File: src/rtl/vca_pkg.sv
`timescale 1ns / 1ps
// Shared types and constants for the voice channel allocator.
// No dependencies; vca_alloc, vca_rate and the top level import this package.
package vca_pkg;

  // Fixed field widths of the request and result words.
  localparam int CH_IDX_W = 2;
  localparam int HANDLE_W = 32;
  localparam int HTAG_W   = 30;
  localparam int RATE_W   = 19;
  localparam int SRATE_W  = 16;
  localparam int K_W      = 9;
  localparam int PROD_W   = 25;

  // Reciprocal of 100 scaled by 2^32; exact for dividends below 2^30.
  localparam int RECIP_W     = 26;
  localparam int RECIP_SHIFT = 32;
  localparam int QUOT_W      = RECIP_SHIFT + RATE_W;
  localparam logic [RECIP_W-1:0] RECIP_100 = 26'd42949673;

  // Lowest pitch step honoured; lower values are clamped.
  localparam logic signed [7:0] PITCH_FLOOR = -8'sd20;

  typedef enum logic [1:0] {
    OP_PLAY    = 2'd0,
    OP_RESOLVE = 2'd1,
    OP_CLEAR   = 2'd2,
    OP_NONE    = 2'd3
  } opcode_t;

  typedef enum logic [2:0] {
    ST_OK         = 3'd0,
    ST_EMPTY      = 3'd1,
    ST_DUP        = 3'd2,
    ST_NO_CHAN    = 3'd3,
    ST_REFUSED    = 3'd4,
    ST_BAD_HANDLE = 3'd5
  } status_t;

  // One request word as held in the input register.
  typedef struct packed {
    opcode_t            opcode;
    logic [15:0]        snd_key;
    logic               source_empty;
    logic signed [2:0]  forced_channel;
    logic signed [7:0]  priority_req;
    logic               dup_drop;
    logic               dup_replace;
    logic [3:0]         playing_mask;
    logic               backend_accepts;
    logic [SRATE_W-1:0] source_rate;
    logic signed [7:0]  pitch;
    logic [HANDLE_W-1:0] handle_in;
  } req_t;

  // Decision of the allocator for one request.
  typedef struct packed {
    status_t              status;
    logic [CH_IDX_W-1:0]  channel;
    logic [HANDLE_W-1:0]  handle_out;
    logic                 stop_request;
    logic [CH_IDX_W-1:0]  stop_index;
  } alloc_res_t;

  // One result word as held in the output register.
  typedef struct packed {
    alloc_res_t         alloc;
    logic [RATE_W-1:0]  effective_rate;
  } out_word_t;

endpackage

File: src/rtl/vca_if.sv
`timescale 1ns / 1ps
// Valid/ready channel interfaces for request and result words.
// Depends on nothing; field widths follow the package constants.
interface vca_in_if;
  logic        valid;
  logic        ready;
  logic [1:0]  opcode;
  logic [15:0] snd_key;
  logic        source_empty;
  logic [2:0]  forced_channel;
  logic [7:0]  priority_req;
  logic        dup_drop;
  logic        dup_replace;
  logic [3:0]  playing_mask;
  logic        backend_accepts;
  logic [15:0] source_rate;
  logic [7:0]  pitch;
  logic [31:0] handle_in;

  modport source (
    output valid, opcode, snd_key, source_empty, forced_channel, priority_req,
           dup_drop, dup_replace, playing_mask, backend_accepts,
           source_rate, pitch, handle_in,
    input  ready
  );
  modport sink (
    input  valid, opcode, snd_key, source_empty, forced_channel, priority_req,
           dup_drop, dup_replace, playing_mask, backend_accepts,
           source_rate, pitch, handle_in,
    output ready
  );
endinterface

interface vca_out_if;
  logic        valid;
  logic        ready;
  logic [2:0]  status;
  logic [1:0]  channel;
  logic [31:0] handle_out;
  logic        stop_request;
  logic [1:0]  stop_index;
  logic [18:0] effective_rate;

  modport source (
    output valid, status, channel, handle_out, stop_request, stop_index,
           effective_rate,
    input  ready
  );
  modport sink (
    input  valid, status, channel, handle_out, stop_request, stop_index,
           effective_rate,
    output ready
  );
endinterface

File: src/rtl/vca_alloc.sv
`timescale 1ns / 1ps
// Channel table and allocation decision: priority, identity and tag per
// channel, the running tag counter, and play/resolve/clear handling. Uses vca_pkg.
module vca_alloc import vca_pkg::*; #(
  parameter int CHANNELS = 4,
  parameter int TAG_BITS = 30
) (
  input  logic       clk,
  input  logic       rst_n,
  input  logic       fire,
  input  req_t       req,
  output alloc_res_t res
);

  localparam logic [2:0] CH_LIM = 3'(CHANNELS);

  logic signed [7:0]   pri_r [CHANNELS];
  logic [15:0]         snd_r [CHANNELS];
  logic [TAG_BITS-1:0] tag_r [CHANNELS];
  logic [TAG_BITS-1:0] cnt_r;
  logic [TAG_BITS-1:0] cnt_nxt;

  logic [CHANNELS-1:0] play_v, dup_v, free_v, evict_v;
  logic                dup_any, free_any, evict_any;
  logic [CH_IDX_W-1:0] dup_ix, free_ix, evict_ix;
  logic [TAG_BITS-1:0] tag_sel;
  logic                forced_ok, pick_v, commit, clear;
  logic [CH_IDX_W-1:0] pick;

  // Per-channel match vectors and first-set encoders.
  always_comb begin
    play_v   = req.playing_mask[CHANNELS-1:0];
    dup_ix   = '0;
    free_ix  = '0;
    evict_ix = '0;
    tag_sel  = '0;
    for (int c = 0; c < CHANNELS; c++) begin
      dup_v[c]   = play_v[c] && (snd_r[c] == req.snd_key);
      free_v[c]  = !play_v[c];
      evict_v[c] = (pri_r[c] <= req.priority_req);
    end
    for (int c = CHANNELS - 1; c >= 0; c--) begin
      if (dup_v[c]) dup_ix = CH_IDX_W'(c);
      if (free_v[c]) free_ix = CH_IDX_W'(c);
      if (evict_v[c]) evict_ix = CH_IDX_W'(c);
      if (req.handle_in[CH_IDX_W-1:0] == CH_IDX_W'(c)) tag_sel = tag_r[c];
    end
    dup_any   = |dup_v;
    free_any  = |free_v;
    evict_any = |evict_v;
  end

  assign forced_ok = !req.forced_channel[2] &&
                     ({1'b0, req.forced_channel[1:0]} < CH_LIM);

  // Decision for the request in the input register.
  always_comb begin
    res    = '0;
    pick_v = 1'b0;
    pick   = '0;
    case (req.opcode)
      OP_PLAY: begin
        if (req.source_empty) begin
          res.status = ST_EMPTY;
        end else if (!req.forced_channel[2]) begin
          if (forced_ok) begin
            pick_v = 1'b1;
            pick   = req.forced_channel[1:0];
            if (req.playing_mask[req.forced_channel[1:0]]) begin
              res.stop_request = 1'b1;
              res.stop_index   = req.forced_channel[1:0];
            end
          end else begin
            res.status = ST_NO_CHAN;
          end
        end else if ((req.snd_key != '0) &&
                     (req.dup_drop || req.dup_replace) && dup_any) begin
          if (req.dup_drop) begin
            res.status = ST_DUP;
          end else begin
            pick_v           = 1'b1;
            pick             = dup_ix;
            res.stop_request = 1'b1;
            res.stop_index   = dup_ix;
          end
        end else if (free_any) begin
          pick_v = 1'b1;
          pick   = free_ix;
        end else if (evict_any) begin
          pick_v           = 1'b1;
          pick             = evict_ix;
          res.stop_request = 1'b1;
          res.stop_index   = evict_ix;
        end else begin
          res.status = ST_NO_CHAN;
        end
        if (pick_v) begin
          if (!req.backend_accepts) begin
            res.status = ST_REFUSED;
          end else begin
            res.channel    = pick;
            res.handle_out = {HTAG_W'(cnt_r), pick};
          end
        end
      end
      OP_RESOLVE: begin
        if (({1'b0, req.handle_in[CH_IDX_W-1:0]} >= CH_LIM) ||
            (req.handle_in[HANDLE_W-1:CH_IDX_W] != HTAG_W'(tag_sel))) begin
          res.status = ST_BAD_HANDLE;
        end else begin
          res.channel = req.handle_in[CH_IDX_W-1:0];
        end
      end
      default: begin
        res = '0;
      end
    endcase
  end

  assign commit  = fire && (req.opcode == OP_PLAY) && pick_v && req.backend_accepts;
  assign clear   = fire && (req.opcode == OP_CLEAR);
  assign cnt_nxt = cnt_r + TAG_BITS'(1);

  // Table and tag counter update.
  always_ff @(posedge clk) begin
    if (!rst_n) begin
      for (int c = 0; c < CHANNELS; c++) begin
        pri_r[c] <= '0;
        snd_r[c] <= '0;
        tag_r[c] <= '0;
      end
      cnt_r <= TAG_BITS'(1);
    end else if (clear) begin
      for (int c = 0; c < CHANNELS; c++) begin
        pri_r[c] <= '0;
        snd_r[c] <= '0;
        tag_r[c] <= '0;
      end
    end else if (commit) begin
      for (int c = 0; c < CHANNELS; c++) begin
        if (pick == CH_IDX_W'(c)) begin
          pri_r[c] <= req.priority_req;
          snd_r[c] <= req.snd_key;
          tag_r[c] <= cnt_r;
        end
      end
      cnt_r <= cnt_nxt;
    end
  end

`ifndef SYNTHESIS
  // The counter advances by one on each committed start and holds otherwise.
  a_cnt_step: assert property (@(posedge clk) disable iff (!rst_n)
    commit |=> (cnt_r == $past(cnt_nxt)))
    else $error("tag counter did not advance on a committed start");
  a_cnt_hold: assert property (@(posedge clk) disable iff (!rst_n)
    !commit |=> $stable(cnt_r))
    else $error("tag counter moved without a committed start");
  // A failed request never reports a channel or a handle.
  a_fail_clean: assert property (@(posedge clk) disable iff (!rst_n)
    (res.status != ST_OK) |-> ((res.channel == '0) && (res.handle_out == '0)))
    else $error("failed request carries a channel or handle");
`endif

endmodule

File: src/rtl/vca_rate.sv
`timescale 1ns / 1ps
// Pitch-scaled sample rate: a registered rate-by-step product, then a
// division by 100 through a reciprocal multiply. Uses vca_pkg.
module vca_rate import vca_pkg::*; (
  input  logic               clk,
  input  logic               load,
  input  logic               is_play,
  input  logic [SRATE_W-1:0] source_rate,
  input  logic signed [7:0]  pitch,
  output logic [RATE_W-1:0]  effective_rate
);

  logic signed [7:0]  p_clamp;
  logic [7:0]         p_mag;
  logic [K_W-1:0]     k;
  logic               neg_nxt, neg_r;
  logic [SRATE_W-1:0] base_nxt, base_r;
  logic [PROD_W-1:0]  prod_nxt, prod_r;
  logic [QUOT_W-1:0]  quot_full;
  logic [RATE_W-1:0]  quot;

  // Step factor: three per step upwards, two per step downwards.
  always_comb begin
    p_clamp = (pitch < PITCH_FLOOR) ? PITCH_FLOOR : pitch;
    p_mag   = 8'(-p_clamp);
    if (!is_play) begin
      k = '0;
    end else if (p_clamp > 8'sd0) begin
      k = {2'b00, p_clamp[6:0]} * K_W'(3);
    end else if (p_clamp < 8'sd0) begin
      k = {3'b000, p_mag[4:0], 1'b0};
    end else begin
      k = '0;
    end
    neg_nxt  = is_play && (p_clamp < 8'sd0);
    base_nxt = is_play ? source_rate : '0;
    prod_nxt = {{(PROD_W-SRATE_W){1'b0}}, source_rate} * {{(PROD_W-K_W){1'b0}}, k};
  end

  // Product register.
  always_ff @(posedge clk) begin
    if (load) begin
      prod_r <= prod_nxt;
      base_r <= base_nxt;
      neg_r  <= neg_nxt;
    end
  end

  // Division by 100 and the final add or subtract.
  always_comb begin
    quot_full = {{(QUOT_W-PROD_W){1'b0}}, prod_r} *
                {{(QUOT_W-RECIP_W){1'b0}}, RECIP_100};
    quot      = quot_full[QUOT_W-1:RECIP_SHIFT];
    effective_rate = neg_r ? (RATE_W'(base_r) - quot) : (RATE_W'(base_r) + quot);
  end

endmodule

File: src/rtl/voice_channel_allocator.sv
`timescale 1ns / 1ps
// Top level of the voice channel allocator: input register, decision and
// product stage, rate division into the output register. Uses vca_pkg,
// vca_if, vca_alloc and vca_rate.
//
//   Channel  Dir  Handshake     Word
//   in_ch    in   valid/ready   one request (play, resolve or clear)
//   out_ch   out  valid/ready   one result per request
//
// A request passes the input, decision/product and output registers on its
// way to out_ch; one request per cycle is sustained while out_ch is ready.
// The rate multiplies (by step, then by reciprocal of 100) set the stage count.
// Reset is synchronous and active low; it empties the stages and returns the
// channel table to zero and the tag counter to one.
// A stalled out_ch backs up stage by stage; in_ch stays ready while any
// stage has room.
module voice_channel_allocator import vca_pkg::*; #(
  parameter int CHANNELS = 4,
  parameter int TAG_BITS = 30
) (
  input  logic  clk,
  input  logic  rst_n,
  vca_in_if.sink    in_ch,
  vca_out_if.source out_ch
);

  localparam logic [2:0] CH_LIM = 3'(CHANNELS);

  logic       in_v_r, mid_v_r, out_v_r;
  logic       adv_mid, adv_out;
  req_t       req_r;
  alloc_res_t res_now, res_mid_r;
  logic [RATE_W-1:0] rate_mid;
  out_word_t  out_r;

  // Stage advance: each stage moves when the next one has room.
  assign adv_out     = mid_v_r && (!out_v_r || out_ch.ready);
  assign adv_mid     = in_v_r && (!mid_v_r || adv_out);
  assign in_ch.ready = !in_v_r || adv_mid;

  // Stage valid flags.
  always_ff @(posedge clk) begin
    if (!rst_n) begin
      in_v_r  <= 1'b0;
      mid_v_r <= 1'b0;
      out_v_r <= 1'b0;
    end else begin
      if (in_ch.ready) in_v_r <= in_ch.valid;
      if (!mid_v_r || adv_out) mid_v_r <= adv_mid;
      if (!out_v_r || out_ch.ready) out_v_r <= adv_out;
    end
  end

  // Input register.
  always_ff @(posedge clk) begin
    if (in_ch.valid && in_ch.ready) begin
      req_r.opcode          <= opcode_t'(in_ch.opcode);
      req_r.snd_key         <= in_ch.snd_key;
      req_r.source_empty    <= in_ch.source_empty;
      req_r.forced_channel  <= in_ch.forced_channel;
      req_r.priority_req    <= in_ch.priority_req;
      req_r.dup_drop        <= in_ch.dup_drop;
      req_r.dup_replace     <= in_ch.dup_replace;
      req_r.playing_mask    <= in_ch.playing_mask;
      req_r.backend_accepts <= in_ch.backend_accepts;
      req_r.source_rate     <= in_ch.source_rate;
      req_r.pitch           <= in_ch.pitch;
      req_r.handle_in       <= in_ch.handle_in;
    end
  end

  vca_alloc #(
    .CHANNELS (CHANNELS),
    .TAG_BITS (TAG_BITS)
  ) u_alloc (
    .clk   (clk),
    .rst_n (rst_n),
    .fire  (adv_mid),
    .req   (req_r),
    .res   (res_now)
  );

  vca_rate u_rate (
    .clk            (clk),
    .load           (adv_mid),
    .is_play        (req_r.opcode == OP_PLAY),
    .source_rate    (req_r.source_rate),
    .pitch          (req_r.pitch),
    .effective_rate (rate_mid)
  );

  // Decision register and output register.
  always_ff @(posedge clk) begin
    if (adv_mid) res_mid_r <= res_now;
    if (adv_out) begin
      out_r.alloc          <= res_mid_r;
      out_r.effective_rate <= rate_mid;
    end
  end

  assign out_ch.valid          = out_v_r;
  assign out_ch.status         = out_r.alloc.status;
  assign out_ch.channel        = out_r.alloc.channel;
  assign out_ch.handle_out     = out_r.alloc.handle_out;
  assign out_ch.stop_request   = out_r.alloc.stop_request;
  assign out_ch.stop_index     = out_r.alloc.stop_index;
  assign out_ch.effective_rate = out_r.effective_rate;

`ifndef SYNTHESIS
  // Back-pressure reaches the input only when every stage is occupied.
  a_full_only: assert property (@(posedge clk) disable iff (!rst_n)
    !in_ch.ready |-> (in_v_r && mid_v_r && out_v_r))
    else $error("input stalled with a free stage");
  // A stop always names an existing channel.
  a_stop_range: assert property (@(posedge clk) disable iff (!rst_n)
    (out_ch.valid && out_ch.stop_request) |-> ({1'b0, out_ch.stop_index} < CH_LIM))
    else $error("stop names a channel outside the table");
  // A freshly taken decision lands in the output register next cycle.
  a_out_load: assert property (@(posedge clk) disable iff (!rst_n)
    adv_out |=> (out_v_r && (out_r.alloc == $past(res_mid_r))))
    else $error("decision not carried to the output register");
`endif

endmodule
File: src/flat_wrapper.sv
// flat-port wrapper written by rule: the top's interface ports become plain ports
module voice_channel_allocator_flat import vca_pkg::*;
#(
  parameter int CHANNELS = 4,
  parameter int TAG_BITS = 30
)
  (clk, rst_n, in_ch_valid, in_ch_opcode, in_ch_snd_key, in_ch_source_empty, in_ch_forced_channel, in_ch_priority_req, in_ch_dup_drop, in_ch_dup_replace, in_ch_playing_mask, in_ch_backend_accepts, in_ch_source_rate, in_ch_pitch, in_ch_handle_in, in_ch_ready, out_ch_valid, out_ch_status, out_ch_channel, out_ch_handle_out, out_ch_stop_request, out_ch_stop_index, out_ch_effective_rate, out_ch_ready);
  vca_in_if in_ch_i ();
  vca_out_if out_ch_i ();
  input  logic clk;
  input  logic rst_n;
  input wire logic [$bits(in_ch_i.valid)-1:0] in_ch_valid;
  input wire logic [$bits(in_ch_i.opcode)-1:0] in_ch_opcode;
  input wire logic [$bits(in_ch_i.snd_key)-1:0] in_ch_snd_key;
  input wire logic [$bits(in_ch_i.source_empty)-1:0] in_ch_source_empty;
  input wire logic [$bits(in_ch_i.forced_channel)-1:0] in_ch_forced_channel;
  input wire logic [$bits(in_ch_i.priority_req)-1:0] in_ch_priority_req;
  input wire logic [$bits(in_ch_i.dup_drop)-1:0] in_ch_dup_drop;
  input wire logic [$bits(in_ch_i.dup_replace)-1:0] in_ch_dup_replace;
  input wire logic [$bits(in_ch_i.playing_mask)-1:0] in_ch_playing_mask;
  input wire logic [$bits(in_ch_i.backend_accepts)-1:0] in_ch_backend_accepts;
  input wire logic [$bits(in_ch_i.source_rate)-1:0] in_ch_source_rate;
  input wire logic [$bits(in_ch_i.pitch)-1:0] in_ch_pitch;
  input wire logic [$bits(in_ch_i.handle_in)-1:0] in_ch_handle_in;
  output wire logic [$bits(in_ch_i.ready)-1:0] in_ch_ready;
  output wire logic [$bits(out_ch_i.valid)-1:0] out_ch_valid;
  output wire logic [$bits(out_ch_i.status)-1:0] out_ch_status;
  output wire logic [$bits(out_ch_i.channel)-1:0] out_ch_channel;
  output wire logic [$bits(out_ch_i.handle_out)-1:0] out_ch_handle_out;
  output wire logic [$bits(out_ch_i.stop_request)-1:0] out_ch_stop_request;
  output wire logic [$bits(out_ch_i.stop_index)-1:0] out_ch_stop_index;
  output wire logic [$bits(out_ch_i.effective_rate)-1:0] out_ch_effective_rate;
  input wire logic [$bits(out_ch_i.ready)-1:0] out_ch_ready;
  assign in_ch_i.valid = in_ch_valid;
  assign in_ch_i.opcode = in_ch_opcode;
  assign in_ch_i.snd_key = in_ch_snd_key;
  assign in_ch_i.source_empty = in_ch_source_empty;
  assign in_ch_i.forced_channel = in_ch_forced_channel;
  assign in_ch_i.priority_req = in_ch_priority_req;
  assign in_ch_i.dup_drop = in_ch_dup_drop;
  assign in_ch_i.dup_replace = in_ch_dup_replace;
  assign in_ch_i.playing_mask = in_ch_playing_mask;
  assign in_ch_i.backend_accepts = in_ch_backend_accepts;
  assign in_ch_i.source_rate = in_ch_source_rate;
  assign in_ch_i.pitch = in_ch_pitch;
  assign in_ch_i.handle_in = in_ch_handle_in;
  assign in_ch_ready = in_ch_i.ready;
  assign out_ch_valid = out_ch_i.valid;
  assign out_ch_status = out_ch_i.status;
  assign out_ch_channel = out_ch_i.channel;
  assign out_ch_handle_out = out_ch_i.handle_out;
  assign out_ch_stop_request = out_ch_i.stop_request;
  assign out_ch_stop_index = out_ch_i.stop_index;
  assign out_ch_effective_rate = out_ch_i.effective_rate;
  assign out_ch_i.ready = out_ch_ready;
  voice_channel_allocator #(.CHANNELS(CHANNELS), .TAG_BITS(TAG_BITS)) u_core (.clk(clk), .rst_n(rst_n), .in_ch(in_ch_i), .out_ch(out_ch_i));
endmodule
File: config.mk
export PLATFORM = sky130hd
export DESIGN_NAME = voice_channel_allocator_flat
export DESIGN_NICKNAME = d
export VERILOG_FILES = /design/src/rtl/vca_pkg.sv /design/src/rtl/vca_if.sv /design/src/rtl/vca_alloc.sv /design/src/rtl/vca_rate.sv /design/src/rtl/voice_channel_allocator.sv /design/src/flat_wrapper.sv
export SDC_FILE = /design/constraint.sdc
export NUM_CORES = 2
export LEC_CHECK = 0
export ABC_CLOCK_PERIOD_IN_PS = 18600
export BUFFER_PORTS_ARGS = -buffer_cell sky130_fd_sc_hd__buf_2
export CAP_MARGIN = 10
export CORE_UTILIZATION = 45
export DETAILED_ROUTE_END_ITERATION = 8
export MAX_ROUTING_LAYER = met4
export PLACE_DENSITY = 0.69
export SYNTH_ARGS = -nofsm -noshare
export SYNTH_HDL_FRONTEND = slang
export SYNTH_SLANG_ARGS = --single-unit
export TNS_END_PERCENT = 50
File: constraint.sdc
create_clock -name clk -period 18.6 [get_ports clk]
set_clock_uncertainty 0.2 [all_clocks]
set_input_delay 0.93 -clock clk [delete_from_list [all_inputs] [get_ports clk]]
set_output_delay 0.93 -clock clk [all_outputs]
set_load 0.005 [all_outputs]
# Yosys cells after proc, flatten, opt, wreduce, memory -nomap -nowiden
# Memories as Yosys holds them, arrays and structs flattened.
# Index checks and enable logic that the tools add are counted.
# totals
rom_bits	0
regBits	267
memories	3
output_inout_bits	61
word_cells	226
ram_bits	216
latch_bits	0
input_bits	97
# mem_list
name	depth	word_bits	read_ports	rd_clocked_by_memory_dff	write_ports	line_no	rtl
u_core.u_alloc.tag_r	4	30	4	0	4	vca_alloc.sv:19	logic [TAG_BITS-1:0] tag_r [CHANNELS];
u_core.u_alloc.snd_r	4	16	4	0	4	vca_alloc.sv:18	logic [15:0] snd_r [CHANNELS];
u_core.u_alloc.pri_r	4	8	4	0	4	vca_alloc.sv:17	logic signed [7:0] pri_r [CHANNELS];
# classes
n_eq_ne	13
mux	104
bitwise_logic	26
multipliers	3
n_div	0
addsub	4
reduce_logical	35
shift	0
n_lt_le_gt_ge	8
# ops
cell	count
30-bit two-way mux	12
16-bit two-way mux	8
8-bit two-way mux	9
16-bit == test	4
25-bit by 26-bit multiplier with 51-bit output (second input constant)	1
2-bit two-way mux	23
37-bit two-way mux	1
34-bit two-way mux	1
1-bit two-way mux	33
3-bit two-way mux	11
8-bit <= comparator	4
30-bit by 1-bit adder with 30-bit output (second input constant)	1
30-bit inequality test	1
16-bit by 9-bit multiplier with 25-bit output	1
1-bit bitwise OR	24
16-bit by 19-bit adder with 19-bit output	1
19-bit two-way mux	1
16-bit by 19-bit subtractor with 19-bit output	1
9-bit two-way mux	2
16-bit nonzero test	1
1-bit logical AND	14
4-bit OR reduction	3
2-bit == test (second input constant)	5
5-bit one-hot mux with 2 select lines	1
other kinds (16)	30

# Logic depth before layout (Yosys ltp)
# An unclocked memory read counts as a cell.
# logic_depth
word_depth	19
ltp_mapped	41
mapped_depth_nobuf	41

# Cells and area by module
# Synthesis repeated with hierarchy kept, for this count alone.
# hier_totals
cells_unflattened	3230
hier_area_um2	36683.9
# by_module_without_submodules
mod	area_per_inst_um2	cells_per_inst	seq_area_each_um2	n_inst
vca_rate	17594.4	1865	1261.2	1
vca_alloc	13182.6	1159	6546.3	1
voice_channel_allocator	5906.9	206	5825.6	1

# Worst setup path before layout
# No wires, ideal clock.
# synth_path
path_type	flip-flop to flip-flop
from	reg u_core.u_rate.prod_r[8]
to	reg u_core.out_ch.effective_rate[18] (netlist name)
setup_time_ps	260
period_less_slack_ps	9283
arrival_time_ps	8824
n_path_buf	0
stages_incl_launch_ff	35
setup_slack_ps	9317
required_time_ps	18140
path_cell_list	edfxtp_1 -> fa_1 -> fa_1 -> inv_1 -> fa_1 -> inv_1 -> fa_1 -> fa_1 -> fa_1 -> inv_1 -> fa_1 -> inv_1 -> ha_1 -> a21oi_1 -> o21ai_0 -> a2111oi_0 -> nor2_1 -> o311ai_1 -> and2b_1 -> xnor2_1 -> or4_1 -> nor2b_1 -> xnor2_1 -> ha_1 -> a21oi_1 -> o21ai_0 -> a21oi_1 -> nand2b_1 -> a21boi_0 -> nor4_1 -> o41a_1 -> o21ai_0 -> nand3_1 -> xnor2_1 -> xnor2_1
# synth_via
elab_chain_len	3
elab_cells_between_ends	4
classes_between	2 x add/sub; 1 x mul; 1 x mux
# synth_lines
item	line_no	rtl
from (decl)	vca_rate.sv:18	logic [PROD_W-1:0] prod_nxt, prod_r;
from (signal assigned)	vca_rate.sv:43	prod_r <= prod_nxt;
25-bit by 26-bit multiplier with 51-bit output *	vca_rate.sv:51	quot_full = {{(QUOT_W-PROD_W){1'b0}}, prod_r} *
16-bit by 19-bit adder with 19-bit output / 16-bit by 19-bit subtractor with 19-bit output (equally long branches)	vca_rate.sv:54	effective_rate = neg_r ? (RATE_W'(base_r) - quot) : (RATE_W'(base_r) + quot);
19-bit two-way mux *	vca_rate.sv:54	
via u_core.rate_mid[18]	voice_channel_allocator.sv:33	logic [RATE_W-1:0] rate_mid;
# Mark *: on every way through the listed nets, which the timed path passes. The rest lies on a longest branch.
# A chain may end at the register's enable or synchronous reset.

# Worst setup path in the final report
# layout_path
from	reg u_core.u_rate.prod_r[8]
to	reg u_core.out_ch.effective_rate[17] (netlist name)
# layout_via
elab_chain_len	3
elab_cells_between_ends	4
classes_between	2 x add/sub; 1 x mul; 1 x mux
# layout_lines
item	line_no
25-bit by 26-bit multiplier with 51-bit output *	vca_rate.sv:51
16-bit by 19-bit adder with 19-bit output / 16-bit by 19-bit subtractor with 19-bit output (equally long branches)	vca_rate.sv:54
19-bit two-way mux *	vca_rate.sv:54
via u_core.rate_mid[17]	voice_channel_allocator.sv:33
# Marks and branches as above.

==> impl_table.tex <==
\begin{tabular}{lr}
\hline
Metric & Value \\
\hline
\multicolumn{2}{l}{\textbf{Logic synthesis}} \\
Number of different library cells in the post-synthesis netlist & 81 \\
Share of the yosys chip area belonging to registers & 37.8\% \\
Syn\_nets & 3,989 \\
Synth Flop Type & sky130\_fd\_sc\_hd\_\_edfxtp\_1 \\
Cell area after synthesis & 36,100 µm² \\
Cell count after synthesis & 3,208 \\
Count of warnings emitted by yosys & 0 \\
Flop and latch count out of synthesis & 483 \\
Avg Synthesized Cell Area & 11.2 µm² \\
Post-synth EDFFs & 396 \\
Proportion of synthesized flip-flops having asynchronous set or reset & 0\% \\
\multicolumn{2}{l}{\textbf{Min path}} \\
Hold\_sp & u\_core.res\_mid\_r[12]\$\_SDFFCE\_PN0P\_ \\
Cell count of the worst hold path & 0 \\
Class of the tightest hold or removal check & reg2reg \\
\multicolumn{2}{l}{\textbf{Worst setup path}} \\
Number of cell instances on the worst register-to-register path & 35 \\
Setup crit end kind & flip-flop \\
Data arrival time of the critical path & 10.39 ns \\
Critical Path Source & u\_core.u\_rate.prod\_r[8]\$\_DFFE\_PP\_ \\
Critical path's most frequent cell & sky130\_fd\_sc\_hd\_\_fa\_1 \\
CP Max Fanout & 9 \\
Element type at the critical path start & flip-flop \\
Crit Path Category & reg2reg \\
Reg-to-reg critical path startpoint & u\_core.u\_rate.prod\_r[8]\$\_DFFE\_PP\_ \\
CP peak stage delay & 0.63 ns \\
Slowest cell on the critical path & sky130\_fd\_sc\_hd\_\_fa\_1 \\
Data required time at the worst endpoint & 18.73 ns \\
\multicolumn{2}{l}{\textbf{STA}} \\
Count of final max-slew check failures & 0 \\
Finish-stage setup viols & 0 \\
Relative max-transition margin & 21.6\% \\
Shortest clock period the worst path allows after layout & 10.26 ns \\
Post-Route Setup TNS & 0 ns \\
Unrepaired setup endpoints after global routing & false \\
Worst slack on hold paths & 0.218 ns \\
Number of hold violations in the final report & 0 \\
Maximum clock frequency & 0.0975 GHz \\
Final Cycle Share & 55.2\% \\
Transition time of the tightest slew-check pin & 1.17 ns \\
\multicolumn{2}{l}{\textbf{Detailed routing}} \\
Vias after detailed routing & 23,200 \\
Average routed wire per standard cell & 19.7 µm \\
Detailed Route Iter0 Violations & 1,437 \\
Number of DRC violations after detailed routing & 0 \\
First-pass DRT Iterations & 5 \\
Routed WL & 87,300 µm \\
DR vias/cell & 5.24 \\
Detail Route Antenna Nets & 0 \\
\multicolumn{2}{l}{\textbf{GRT}} \\
Maximum number of pins on one net before global-route repair & 66 \\
Global-route wire length before repair & 139,000 µm \\
Initial antenna violation count & 3 \\
Total track usage & 22.7\% \\
Congestion Overflow GR & 0 \\
Vias in the first global route & 24,200 \\
\multicolumn{2}{l}{\textbf{Clocking}} \\
Buffer cell driving the clock tree root & sky130\_fd\_sc\_hd\_\_clkbuf\_16 \\
CTS resizes & 0 \\
Worst-path clk slew & 0.07 ns \\
Number of levels in the clock H-tree & 2 \\
Latest clock arrival within the worst-skew pair & 0.64 ns \\
Cts bufs inserted & 52 \\
Hold bufs inserted after CTS & 0 \\
Clock tree from TritonCTS & built \\
Number of buffers between clock root and the deepest sink & 3 \\
Number of post-CTS setup repair buffers & 0 \\
Total number of clock tree sinks & 483 \\
\multicolumn{2}{l}{\textbf{Finish}} \\
Non-filler cells in the finished layout & 4,430 \\
Count of nets after finishing & 4,115 \\
Final Core Density & 50.4\% \\
Share of post-route cells with drive strength above 1 & 10.1\% \\
Number of fill cells in the layout & 7,022 \\
Post-synthesis to final-layout area growth & 10.6\% \\
\multicolumn{2}{l}{\textbf{Floorplan}} \\
Starting density of the core & 45.6\% \\
Floorplan row count & 103 \\
Number of top-level pins & 158 \\
DIE WIDTH & 285 µm \\
Height of the die & 285 µm \\
Die area & 81,300 µm² \\
Core box area & 79,100 µm² \\
\multicolumn{2}{l}{\textbf{Placed design}} \\
Number of cells in the design after placement & 4,330 \\
Hpwl dp & 65,500 µm \\
IO buf count & 157 \\
Gpl congestion & 0.961 \\
\multicolumn{2}{l}{\textbf{Run}} \\
Max-cap violations & 0 \\
\multicolumn{2}{l}{\textbf{Run status}} \\
Status & complete, no violations \\
\hline
\end{tabular}
cell usage after synthesis, types with 3 or more instances:
master,instances,area [µm²]
sky130_fd_sc_hd__inv_1,587,2200
sky130_fd_sc_hd__mux2i_1,57,571
sky130_fd_sc_hd__o22ai_1,3,18.8
sky130_fd_sc_hd__and3_1,18,113
sky130_fd_sc_hd__a21boi_0,10,75.1
sky130_fd_sc_hd__nand3_1,37,185
sky130_fd_sc_hd__clkbuf_1,65,244
sky130_fd_sc_hd__nor4_1,25,156
sky130_fd_sc_hd__nor3_1,163,816
sky130_fd_sc_hd__and2_1,163,1020
sky130_fd_sc_hd__nand4_1,32,200
sky130_fd_sc_hd__nand2b_1,11,68.8
sky130_fd_sc_hd__buf_2,15,75.1
sky130_fd_sc_hd__a31oi_1,16,100
sky130_fd_sc_hd__or4_1,3,22.5
sky130_fd_sc_hd__a21o_1,24,180
sky130_fd_sc_hd__o211ai_1,4,30.0
sky130_fd_sc_hd__nor2_1,89,334
sky130_fd_sc_hd__a211oi_1,8,60.1
sky130_fd_sc_hd__fa_1,316,6330
sky130_fd_sc_hd__ha_1,368,4600
sky130_fd_sc_hd__or2_2,6,37.5
sky130_fd_sc_hd__edfxtp_1,396,11900
sky130_fd_sc_hd__o21ai_0,49,245
sky130_fd_sc_hd__and4_1,8,70.1
sky130_fd_sc_hd__nand2_1,203,762
sky130_fd_sc_hd__a21oi_1,77,385
sky130_fd_sc_hd__o2111ai_1,3,26.3
sky130_fd_sc_hd__xor2_1,57,499
sky130_fd_sc_hd__or3_1,7,43.8
sky130_fd_sc_hd__o21a_1,18,135
sky130_fd_sc_hd__dfxtp_1,87,1740
sky130_fd_sc_hd__buf_1,21,78.8
sky130_fd_sc_hd__xnor2_1,124,1090
sky130_fd_sc_hd__a2111oi_0,6,52.6
sky130_fd_sc_hd__buf_6,10,113
sky130_fd_sc_hd__o21bai_1,9,67.6
sky130_fd_sc_hd__o221a_2,3,33.8
sky130_fd_sc_hd__nor2b_1,26,163
sky130_fd_sc_hd__mux4_2,30,676
final timing paths:
| path | endpoint | slack (ns) |
|---|---|---|
| setup reg to reg | u_core.out_ch.effective_rate[17]$_DFFE_PP_ | 8.34 |
| hold / removal | u_core.out_ch.handle_out[9]$_DFFE_PP_ | 0.22 |
| hold reg to reg | u_core.out_ch.handle_out[9]$_DFFE_PP_ | 0.22 |
| setup / recovery | u_core.out_ch.effective_rate[17]$_DFFE_PP_ | 8.34 |
cell type report:
class / count / area, µm² / share of cell area, %
antenna: 2 / 5.00 / 0.0125
inverter: 587 / 2210 / 5.53
multi-input combinational: 2027 / 19800 / 49.6
sequential: 483 / 13600 / 34.2
clock inverter: 37 / 589 / 1.48
clock buffer: 61 / 1370 / 3.42
timing repair buffer: 183 / 981 / 2.46
tap: 1050 / 1310 / 3.29
state kept, by name, indices dropped and copies added (netlist names), 3 cells and up:
signal / flops
u_core.u_alloc.snd_r: 64
u_core.u_alloc.tag_r: 120
u_core.out_ch.handle_out: 32
u_core.res_mid_r: 40
u_core.u_alloc.pri_r: 32
u_core.out_ch.effective_rate: 19
u_core.u_alloc.cnt_r: 30
u_core.u_rate.prod_r: 25
u_core.u_rate.base_r: 16
u_core.out_ch.status: 3
u_core.req_r: 93
stage by stage:
stage	setup WS [ns]	cell area, µm²
2_1_floorplan	9.32	36100
3_3_place_gp	8.57	37900
5_1_grt	7.54	39900
4_1_cts	8.34	39900
6_report	8.34	39900
3_5_place_dp	8.47	37900
routing by layer:
metal | track usage (%) | vias to the layer above | part of all wire (%)
met5 | - | - | 0
met4 | 5.75 | 0 | 2.5
met3 | 3.26 | 117 | 5.7
met2 | 35.7 | 618 | 46
met1 | 31.0 | 11500 | 45
li1 | - | 11000 | -
cell usage in the layout, fill, tap and decap left out, drive strengths merged, types with 87 or more instances in the layout:
cell,netlist,layout
inv,587,592
nand2,204,204
xnor2,125,125
nor3,164,164
ha,368,368
buf,46,183
dfxtp,87,87
and2,163,163
fa,316,316
nor2,89,89
edfxtp,396,396
worst max-delay path, delay by kind of cell, from the launching register on:
kind / cells / cell delay [ns]
and+or+nand+nor: 5 / 1.44
buffers and inverters: 6 / 0.38
xor gates and xnor gates: 1 / 0.09
AOI/OAI and AO/OA: 12 / 2.28
adders and majority gates: 10 / 4.77
muxes: 1 / 0.24
DFF: 1 / 0.59
cell families (layout without fill, tap and decap cells):
group,after synthesis,after routing,synth area share (%)
simple gates,812,812,11.7
buf+inv,698,868,7.53
fa+ha+maj,684,684,30.3
flops,483,483,37.8
compound gates,261,261,4.76
xor+xnor,182,182,4.44
mux,88,88,3.49
other cells,0,2,0
Power is left out: the tool's default activity adds up to more than one toggle a clock period on the data nets, which glitch-free logic cannot reach.
